<file path="config.mk">
export PLATFORM = sky130hd
export DESIGN_NAME = ascii_integer_parser
export DESIGN_NICKNAME = d
export VERILOG_FILES = /design/src/hdl/aip_pkg.sv /design/src/hdl/ascii_integer_parser.sv /design/src/hdl/aip_scan.sv /design/src/hdl/aip_result.sv
export SDC_FILE = /design/constraint.sdc
export NUM_CORES = 1
export LEC_CHECK = 0
export BUFFER_PORTS_ARGS = -buffer_cell sky130_fd_sc_hd__buf_2
export CAP_MARGIN = 40
export CORE_UTILIZATION = 25
export CTS_CLUSTER_SIZE = 14
export DETAILED_ROUTE_END_ITERATION = 7
export GPL_TIMING_DRIVEN = 0
export PLACE_DENSITY = 0.44
export SLEW_MARGIN = 20
export SYNTH_ARGS = -nofsm -noshare
export SYNTH_HDL_FRONTEND = slang
export SYNTH_HIERARCHICAL = 1
export SYNTH_SLANG_ARGS = --single-unit
</file>
<file path="constraint.sdc">
create_clock -name clk -period 5.8 [get_ports clk]
set_input_delay 0.58 -clock clk [delete_from_list [all_inputs] [get_ports clk]]
set_output_delay 0.58 -clock clk [all_outputs]
set_load 0.05 [all_outputs]
</file>
<file path="src/hdl/aip_pkg.sv">
`timescale 1ns / 1ps

package aip_pkg;

    // Digit limits of the string body
    localparam logic [4:0] MAX_DEC_DIGITS = 5'd20;
    localparam logic [4:0] MAX_HEX_DIGITS = 5'd16;

    // Character codes
    localparam logic [7:0] CH_PLUS  = 8'h2B;
    localparam logic [7:0] CH_MINUS = 8'h2D;
    localparam logic [7:0] CH_ZERO  = 8'h30;
    localparam logic [7:0] CH_NINE  = 8'h39;
    localparam logic [7:0] CH_UP_A  = 8'h41;
    localparam logic [7:0] CH_UP_F  = 8'h46;
    localparam logic [7:0] CH_LO_X  = 8'h78;
    localparam logic [7:0] CH_UP_X  = 8'h58;

    // Target type register: bit 2 is signedness, bits 1:0 the size
    localparam int          TYPE_SIGNED_BIT = 2;
    localparam logic [2:0]  TYPE_RESET      = 3'd3;
    localparam logic [1:0]  SIZE_8          = 2'd0;
    localparam logic [1:0]  SIZE_16         = 2'd1;
    localparam logic [1:0]  SIZE_32         = 2'd2;
    localparam logic [1:0]  SIZE_64         = 2'd3;

    typedef enum logic [2:0] {
        PH_START,
        PH_SIGN,
        PH_ZERO,
        PH_DEC,
        PH_HEXP,
        PH_HEX
    } phase_t;

    typedef enum logic [1:0] {
        ST_OK,
        ST_SYNTAX,
        ST_RANGE
    } status_t;

    // Parse state of one string
    typedef struct packed {
        phase_t      phase;
        logic [63:0] acc;
        logic [4:0]  digit_count;
        logic        negative;
        logic        overflowed;
        logic        syntax_bad;
    } str_state_t;

    localparam str_state_t STR_CLEAR = '{
        phase:       PH_START,
        acc:         64'd0,
        digit_count: 5'd0,
        negative:    1'b0,
        overflowed:  1'b0,
        syntax_bad:  1'b0
    };

endpackage

</file>
<file path="src/hdl/ascii_integer_parser.sv">
`timescale 1ns / 1ps

// ASCII integer parser. Takes one character per beat on the slave stream
// (tlast on the final character) and gives one result beat per string: a
// 64-bit value (two's complement for signed types) and a status in tuser
// (0 ok, 1 syntax error, 2 out of range; value is 0 on error). The body is
// 1 to 20 decimal digits or 0x/0X with 1 to 16 uppercase hex digits; signed
// types allow one leading + or -. One character is accepted every cycle
// unless a final character waits on a stalled result stage; the rate is
// set by the per-character step of the accumulator (times ten by shift and
// add, plus the digit), which is combinational. A final character passes
// the input register, the end-of-string register and the output register
// before its result is valid. The user writes the target type on the cfg
// channel only while idle (not enforced by the block); reset value is u64.
module ascii_integer_parser import aip_pkg::*; (
    input  logic        clk,
    input  logic        rst_n,
    // Configuration: target_type
    input  logic        cfg_valid,
    output logic        cfg_ready,
    input  logic [2:0]  cfg_data,
    // Character stream
    input  logic        s_tvalid,
    output logic        s_tready,
    input  logic [7:0]  s_tdata,   // [7:0] char_code
    input  logic        s_tlast,   // last_char
    // Result stream
    output logic        m_tvalid,
    input  logic        m_tready,
    output logic [63:0] m_tdata,   // [63:0] value
    output logic [1:0]  m_tuser    // [1:0] status
);

    logic [2:0]  target_type_reg;
    logic        end_valid;
    logic        end_ready;
    str_state_t  end_state;
    status_t     status;

    // Target type register
    assign cfg_ready = 1'b1;

    always_ff @(posedge clk or negedge rst_n)
    begin
        if (!rst_n)
        begin
            target_type_reg <= TYPE_RESET;
        end
        else if (cfg_valid && cfg_ready)
        begin
            target_type_reg <= cfg_data;
        end
    end

    aip_scan u_scan (
        .clk         (clk),
        .rst_n       (rst_n),
        .s_tvalid    (s_tvalid),
        .s_tready    (s_tready),
        .char_code   (s_tdata),
        .last_char   (s_tlast),
        .target_type (target_type_reg),
        .end_valid   (end_valid),
        .end_ready   (end_ready),
        .end_state   (end_state)
    );

    aip_result u_result (
        .clk         (clk),
        .rst_n       (rst_n),
        .end_valid   (end_valid),
        .end_ready   (end_ready),
        .end_state   (end_state),
        .target_type (target_type_reg),
        .m_tvalid    (m_tvalid),
        .m_tready    (m_tready),
        .value       (m_tdata),
        .status      (status)
    );

    assign m_tuser = status;

    // An error result carries a zero value
    assert property (@(posedge clk) disable iff (!rst_n)
        (m_tvalid && (m_tuser != ST_OK)) |-> (m_tdata == 64'd0))
        else $error("error result with nonzero value");

    // Status code 3 never appears
    assert property (@(posedge clk) disable iff (!rst_n)
        m_tvalid |-> (m_tuser != 2'd3))
        else $error("undefined status code");

    // A finished string held for the result stage is not lost or altered
    assert property (@(posedge clk) disable iff (!rst_n)
        (end_valid && !end_ready) |=> (end_valid && $stable(end_state)))
        else $error("end-of-string register changed while stalled");

    // A u8 ok result never has a value above the 8-bit range
    assert property (@(posedge clk) disable iff (!rst_n)
        (m_tvalid && (m_tuser == ST_OK) && $stable(target_type_reg)
         && (target_type_reg == 3'd0)) |-> (m_tdata[63:8] == 56'd0))
        else $error("u8 result out of range");

endmodule

</file>
<file path="src/hdl/aip_scan.sv">
`timescale 1ns / 1ps

// Character scanner: input register, running parse state, and the
// end-of-string register that hands a finished string to the result stage.
module aip_scan import aip_pkg::*; (
    input  logic        clk,
    input  logic        rst_n,
    input  logic        s_tvalid,
    output logic        s_tready,
    input  logic [7:0]  char_code,
    input  logic        last_char,
    input  logic [2:0]  target_type,
    output logic        end_valid,
    input  logic        end_ready,
    output str_state_t  end_state
);

    logic        in_valid_reg;
    logic [7:0]  char_reg;
    logic        last_reg;
    str_state_t  str_reg;
    str_state_t  str_next;
    logic        end_valid_reg;
    str_state_t  end_state_reg;
    logic        end_free;
    logic        advance;

    logic        is_dec;
    logic        is_hex_alpha;
    logic        is_sign;
    logic [3:0]  hex_val;
    logic [67:0] dec_prod;

    // Pipeline flow
    assign end_free = !end_valid_reg || end_ready;
    assign advance  = in_valid_reg && (!last_reg || end_free);
    assign s_tready = !in_valid_reg || advance;

    // Character classes
    assign is_dec       = (char_reg >= CH_ZERO) && (char_reg <= CH_NINE);
    assign is_hex_alpha = (char_reg >= CH_UP_A) && (char_reg <= CH_UP_F);
    assign is_sign      = (char_reg == CH_PLUS) || (char_reg == CH_MINUS);
    assign hex_val      = is_hex_alpha ? (char_reg[3:0] + 4'd9) : char_reg[3:0];

    // acc * 10 + digit, kept wide so the carry out shows overflow
    assign dec_prod = ({4'd0, str_reg.acc} << 3) + ({4'd0, str_reg.acc} << 1)
                    + {64'd0, char_reg[3:0]};

    // One character step
    always_comb
    begin
        str_next = str_reg;
        if (!str_reg.syntax_bad)
        begin
            unique case (str_reg.phase)
                PH_START, PH_SIGN:
                begin
                    if (is_sign && (str_reg.phase == PH_START))
                    begin
                        if (!target_type[TYPE_SIGNED_BIT])
                        begin
                            str_next.syntax_bad = 1'b1;
                        end
                        else
                        begin
                            str_next.negative = (char_reg == CH_MINUS);
                            str_next.phase    = PH_SIGN;
                        end
                    end
                    else if (is_dec)
                    begin
                        str_next.acc         = {60'd0, char_reg[3:0]};
                        str_next.digit_count = 5'd1;
                        str_next.phase       = (char_reg == CH_ZERO) ? PH_ZERO : PH_DEC;
                    end
                    else
                    begin
                        str_next.syntax_bad = 1'b1;
                    end
                end
                PH_ZERO, PH_DEC:
                begin
                    if ((str_reg.phase == PH_ZERO)
                        && ((char_reg == CH_LO_X) || (char_reg == CH_UP_X)))
                    begin
                        str_next.digit_count = 5'd0;
                        str_next.acc         = 64'd0;
                        str_next.phase       = PH_HEXP;
                    end
                    else if (!is_dec || (str_reg.digit_count >= MAX_DEC_DIGITS))
                    begin
                        str_next.syntax_bad = 1'b1;
                    end
                    else
                    begin
                        str_next.digit_count = str_reg.digit_count + 5'd1;
                        str_next.overflowed  = str_reg.overflowed || (dec_prod[67:64] != 4'd0);
                        str_next.acc         = dec_prod[63:0];
                        str_next.phase       = PH_DEC;
                    end
                end
                PH_HEXP, PH_HEX:
                begin
                    if (!(is_dec || is_hex_alpha)
                        || (str_reg.digit_count >= MAX_HEX_DIGITS))
                    begin
                        str_next.syntax_bad = 1'b1;
                    end
                    else
                    begin
                        str_next.digit_count = str_reg.digit_count + 5'd1;
                        str_next.acc         = {str_reg.acc[59:0], hex_val};
                        str_next.phase       = PH_HEX;
                    end
                end
                default:
                begin
                    str_next.syntax_bad = 1'b1;
                end
            endcase
        end
    end

    // Input register, parse state and end-of-string register
    always_ff @(posedge clk or negedge rst_n)
    begin
        if (!rst_n)
        begin
            in_valid_reg  <= 1'b0;
            last_reg      <= 1'b0;
            str_reg       <= STR_CLEAR;
            end_valid_reg <= 1'b0;
        end
        else
        begin
            if (s_tready)
            begin
                in_valid_reg <= s_tvalid;
                last_reg     <= last_char;
            end
            if (end_ready)
            begin
                end_valid_reg <= 1'b0;
            end
            if (advance)
            begin
                if (last_reg)
                begin
                    str_reg       <= STR_CLEAR;
                    end_valid_reg <= 1'b1;
                end
                else
                begin
                    str_reg <= str_next;
                end
            end
        end
    end

    // Payload registers
    always_ff @(posedge clk)
    begin
        if (s_tready)
        begin
            char_reg <= char_code;
        end
        if (advance && last_reg)
        begin
            end_state_reg <= str_next;
        end
    end

    assign end_valid = end_valid_reg;
    assign end_state = end_state_reg;

endmodule

</file>
<file path="src/hdl/aip_result.sv">
`timescale 1ns / 1ps

// Range check of a finished string against the target type, and the
// output register of the result stream.
module aip_result import aip_pkg::*; (
    input  logic        clk,
    input  logic        rst_n,
    input  logic        end_valid,
    output logic        end_ready,
    input  str_state_t  end_state,
    input  logic [2:0]  target_type,
    output logic        m_tvalid,
    input  logic        m_tready,
    output logic [63:0] value,
    output status_t     status
);

    logic        out_valid_reg;
    logic [63:0] value_reg;
    logic [63:0] value_next;
    status_t     status_reg;
    status_t     status_next;
    logic        body_ok;
    logic        above_umax;
    logic        above_half;
    logic        is_min_mag;
    logic [63:0] acc;

    assign acc       = end_state.acc;
    assign end_ready = !out_valid_reg || m_tready;
    assign body_ok   = (end_state.phase == PH_ZERO) || (end_state.phase == PH_DEC)
                     || (end_state.phase == PH_HEX);

    // Magnitude against the type's bounds; is_min_mag marks exactly 2^(w-1)
    always_comb
    begin
        unique case (target_type[1:0])
            SIZE_8:
            begin
                above_umax = (acc[63:8] != 56'd0);
                above_half = (acc[63:7] != 57'd0);
                is_min_mag = (acc == 64'h80);
            end
            SIZE_16:
            begin
                above_umax = (acc[63:16] != 48'd0);
                above_half = (acc[63:15] != 49'd0);
                is_min_mag = (acc == 64'h8000);
            end
            SIZE_32:
            begin
                above_umax = (acc[63:32] != 32'd0);
                above_half = (acc[63:31] != 33'd0);
                is_min_mag = (acc == 64'h8000_0000);
            end
            SIZE_64:
            begin
                above_umax = 1'b0;
                above_half = acc[63];
                is_min_mag = (acc == 64'h8000_0000_0000_0000);
            end
            default:
            begin
                above_umax = 1'b0;
                above_half = 1'b0;
                is_min_mag = 1'b0;
            end
        endcase
    end

    // Final status and value
    always_comb
    begin
        value_next  = 64'd0;
        status_next = ST_OK;
        priority if (end_state.syntax_bad || !body_ok)
        begin
            status_next = ST_SYNTAX;
        end
        else if (end_state.overflowed)
        begin
            status_next = ST_RANGE;
        end
        else if (!target_type[TYPE_SIGNED_BIT])
        begin
            if (above_umax)
                status_next = ST_RANGE;
            else
                value_next = acc;
        end
        else if (end_state.negative)
        begin
            if (above_half && !is_min_mag)
                status_next = ST_RANGE;
            else
                value_next = 64'd0 - acc;
        end
        else
        begin
            if (above_half)
                status_next = ST_RANGE;
            else
                value_next = acc;
        end
    end

    // Output register
    always_ff @(posedge clk or negedge rst_n)
    begin
        if (!rst_n)
        begin
            out_valid_reg <= 1'b0;
        end
        else if (end_ready)
        begin
            out_valid_reg <= end_valid;
        end
    end

    always_ff @(posedge clk)
    begin
        if (end_ready && end_valid)
        begin
            value_reg  <= value_next;
            status_reg <= status_next;
        end
    end

    assign m_tvalid = out_valid_reg;
    assign value    = value_reg;
    assign status   = status_reg;

endmodule

</file>
After elaboration in Yosys (flattened, before gate mapping)
Cells that the tools add are included.

operators by class
  add/subtract/negate cells = 5
  mux-type cells = 41
  reduce and logical (&&, ||, !) cells = 44
  equal/unequal tests = 25
  order comparisons = 6

operators with widths
  kind                                                                  count
  64-bit two-way mux                                                    5
  72-bit two-way mux                                                    4
  72-bit case mux with 3 select lines                                   1
  75-bit two-way mux                                                    2
  69-bit two-way mux                                                    1
  67-bit by 65-bit adder with 68-bit output                             1
  68-bit by 4-bit adder with 68-bit output                              1
  64-bit by 16-bit == test with 1-bit output (second input constant)    1
  64-bit by 32-bit == test with 1-bit output (second input constant)    1
  64-bit == test (second input constant)                                1
  64-bit by 8-bit == test with 1-bit output (second input constant)     1
  1-bit by 64-bit subtractor with 64-bit output (first input constant)  1
  57-bit nonzero test                                                   1
  56-bit nonzero test                                                   1
  49-bit nonzero test                                                   1
  48-bit nonzero test                                                   1
  33-bit nonzero test                                                   1
  32-bit nonzero test                                                   1
  8-bit by 6-bit == test with 1-bit output (second input constant)      3
  8-bit by 7-bit == test with 1-bit output (second input constant)      2
  1-bit two-way mux                                                     14
  2-bit two-way mux                                                     7
  1-bit logical OR                                                      13
  3-bit by 2-bit == test with 1-bit output (second input constant)      4
  26 further kinds                                                      52

storage, ports and cells
  input port bits = 17
  flip-flop bits (word level) = 226

Longest topological paths before layout
  word-level depth = 9
  depth in mapped cells = 16
  mapped depth without buffers = 15

Modules after synthesis
The synthesis kept the hierarchy.

by module, submodules not included
  module                instances  sequential area each (um^2)  cells an instance  area each (um^2)
  aip_scan              1          4,444.3                      1,246              11,661.2
  aip_result            1          2,006.9                      507                4,508.1
  ascii_integer_parser  1          77.6                         8                  122.6

Worst setup path after synthesis
Ideal clock, no wire load.

  kind = reg2reg
  from = reg u_result.out_valid_reg (netlist: u_result/m_tvalid)
  to = reg u_scan.end_state_reg, in the netlist u_scan/end_state[0] (enable)
  stages on the path, launching flop included = 7
  data arrival time = 4.508 ns
  library setup time = 0.512 ns
  path buffers = 1
  clock period less this slack = 5.020 ns
  required time = 5.288 ns
  path slack = 0.780 ns
  path through = dfrtp_1 -> nand2b_1 -> nand3b_1 -> nand2_1 -> nor2_1 -> clkbuf_1 -> nor2_1

on the way
  longest elaborated chain between the ends = 6

ends and longest elaborated chain
  item                    RTL line                    text
  start, declared         aip_result.sv:18            logic out_valid_reg;
  start signal, assigned  aip_result.sv:116           out_valid_reg <= end_valid;
  1-bit zero test         aip_result.sv:30            assign end_ready = !out_valid_reg || m_tready;
  1-bit logical OR        aip_result.sv:30
  via end_ready           ascii_integer_parser.sv:36  logic end_ready;
  1-bit logical OR        aip_scan.sv:35              assign end_free = !end_valid_reg || end_ready;
  1-bit logical OR        aip_scan.sv:36              assign advance = in_valid_reg && (!last_reg || end_free);
  1-bit logical AND       aip_scan.sv:36
  1-bit logical AND       aip_scan.sv:167             if (advance && last_reg)
  end signal, assigned    aip_scan.sv:169             end_state_reg <= str_next;
  end, declared           aip_scan.sv:24              str_state_t end_state_reg;

The timed path passes the listed nets, and every way through them passes these cells.
A chain may end at the register's enable or synchronous reset.

==> run metrics <==
Post-CTS Setup Bufs 0; Cell Area, Placed 0.0178 mm2; worst slew pin tran 0.953 ns; layout net count 2034; Gate Count Post-Synth 1756; Worst-Skew Late Latency 0.55 ns; CP Capture Type flip-flop; drt total wl 57.6 mm; Period Utilization, post-route 0.837; first-pass GRT wire length 87.6 mm; Multi-input gate area 0.00904 mm2; Worst VDD drop 0.150 mV; number of synthesis warnings 6; Pre-antenna DRT Iters 7; Starting Density 0.254; Antenna Nets Post-Route 0; pre-CTS setup slack 1.03 ns; leakage power 7.63 nW; total power 4.09 mW; via/cell ratio 5.27; ANT cells 0; Core ar. 0.0634 mm2; die footprint 0.0656 mm2; post-layout min period 4.86 ns; MaxCap Viol Count 0; Slew Viols, Final 0; CTS root buf clkbuf_16; clk_skew 0.0143 ns; H-tree depth 1; Area growth, synth to finish 15.6%; Max clock buf depth 3; Largest register FFs 75; Seq. cell area 0.00638 mm2; GR Util All Layers 0.171; final instance area 0.0187 mm2; setup violators final 0; total CTS buffers 25; FMAX 206 MHz; Setup CP Type flip-flop to flip-flop; clk slew on worst S/H paths 0.07 ns; vias in the first global route 14300; drt drc 0; Syn Nets 1908; cell row count 92; TritonCTS clock tree done; Port Buffers 84; die height 256 um; relative slew slack 0.363; CP Max Fanout 6; post-DP HPWL 45.6 mm; CP startpoint kind flip-flop; class of the worst hold path input port to flip-flop; drt wl/cell 21.0 um; die width 256 um; total congestion overflow 0; largest net degree at the start of global routing 56; io pins 86; share of post-route cells with drive strength above 1 0.105; status complete, no violations; initial antenna violation count 0; PwrDens 219 mW/mm2; via count 14500; Synth Cell Area 0.0161 mm2; DRT iter0 DRCs 1208; final hold vios 0; Critical Path RT 6.04 ns; GP Congestion 0.937; data arrival time of the worst path 5.10 ns; fillcell total 6696; Avg Cell Area, Syn 9.19 um2; RSZ-0062 raised after global routing false; worst setup margin 0.943 ns; Clock Sink Count 226
==> worst max-delay path: stages (launching register included) <==
cell	delay [ns]
edfxtp_1	0.45
inv_1	0.11
fa_1	0.54
inv_1	0.06
fa_1	0.49
a211oi_2	0.33
o21ai_1	0.16
a211oi_2	0.32
o221ai_2	0.16
a221o_1	0.35
a21o_1	0.26
a31o_4	0.30
a21oi_1	0.16
xor2_1	0.11
o311ai_1	0.73
==> through the flow <==
stage	cells	hold slack (ns)	utilization	TNS [ns]
after floorplan	1756	0.284	-	0
after global placement	2686	0.490	0.278	-76.38
after detailed placement	2698	0.487	0.281	0
after CTS	2745	0.167	0.294	0
after global routing	2747	0.175	0.294	0
final	2747	0.202	0.294	0
==> worst paths after layout <==
path,start,to,slack [ns],depth (start not counted)
worst min-delay path,s_tdata[1],u_scan/char_reg[1],0.20,1
min in group asynchronous,rst_n,u_scan/str_reg[12],0.47,2
worst max register to register,u_scan/char_reg[3],u_scan/end_state[64],0.94,14
worst min register to register,u_scan/str_reg[2],u_scan/str_reg[2],0.52,1
worst max-delay path,u_scan/char_reg[3],u_scan/end_state[64],0.94,14
max in group asynchronous,rst_n,target_type_reg[0],4.72,3
==> routing by layer <==
layer	part of all wire	GRT usage	up-vias
li1	-	-	6927
met1	0.45	0.226	6992
met2	0.48	0.293	455
met3	0.046	0.0139	96
met4	0.032	0.0587	0
met5	0	0	-
==> where the power goes <==
| part | internal [mW] | switching [mW] | total (mW) | leakage (nW) |
|---|---|---|---|---|
| Combinational | 0.137 | 0.454 | 0.590 | 4.67 |
| Clock | 0.868 | 0.714 | 1.58 | 0.408 |
| Sequential | 1.84 | 0.0846 | 1.92 | 2.55 |
| Total | 2.84 | 1.25 | 4.09 | 7.63 |
==> timing repair <==
| action | 4_1_cts | 5_1_grt |
|---|---|---|
| gates resized for setup | 0 | 0 |
| hold endpoints to repair | 27 | 0 |
| hold buffers | 1 | 0 |
==> area by class of cell <==
type | instances | share of cell area
multi-input cells | 1349 | 0.484
repair buffers | 99 | 0.0336
clock buffers | 31 | 0.0374
flip-flops and latches | 226 | 0.342
well taps | 846 | 0.0567
inverters | 86 | 0.0173
clock inverters | 15 | 0.00590
plain buffers | 95 | 0.0231
==> placed cells by master (no fill, tap or decap), types with 39 or more instances in the layout <==
master	count
nor3_1	39
nor2_1	102
or3_1	49
ha_1	133
inv_1	86
o21ai_0	173
a21oi_1	145
buf_2	96
nand2_1	163
a22oi_1	45
clkbuf_1	69
dfrtp_1	80
edfxtp_1	144
a22o_1	56
No activity file was read; power rests on OpenSTA's default activity.
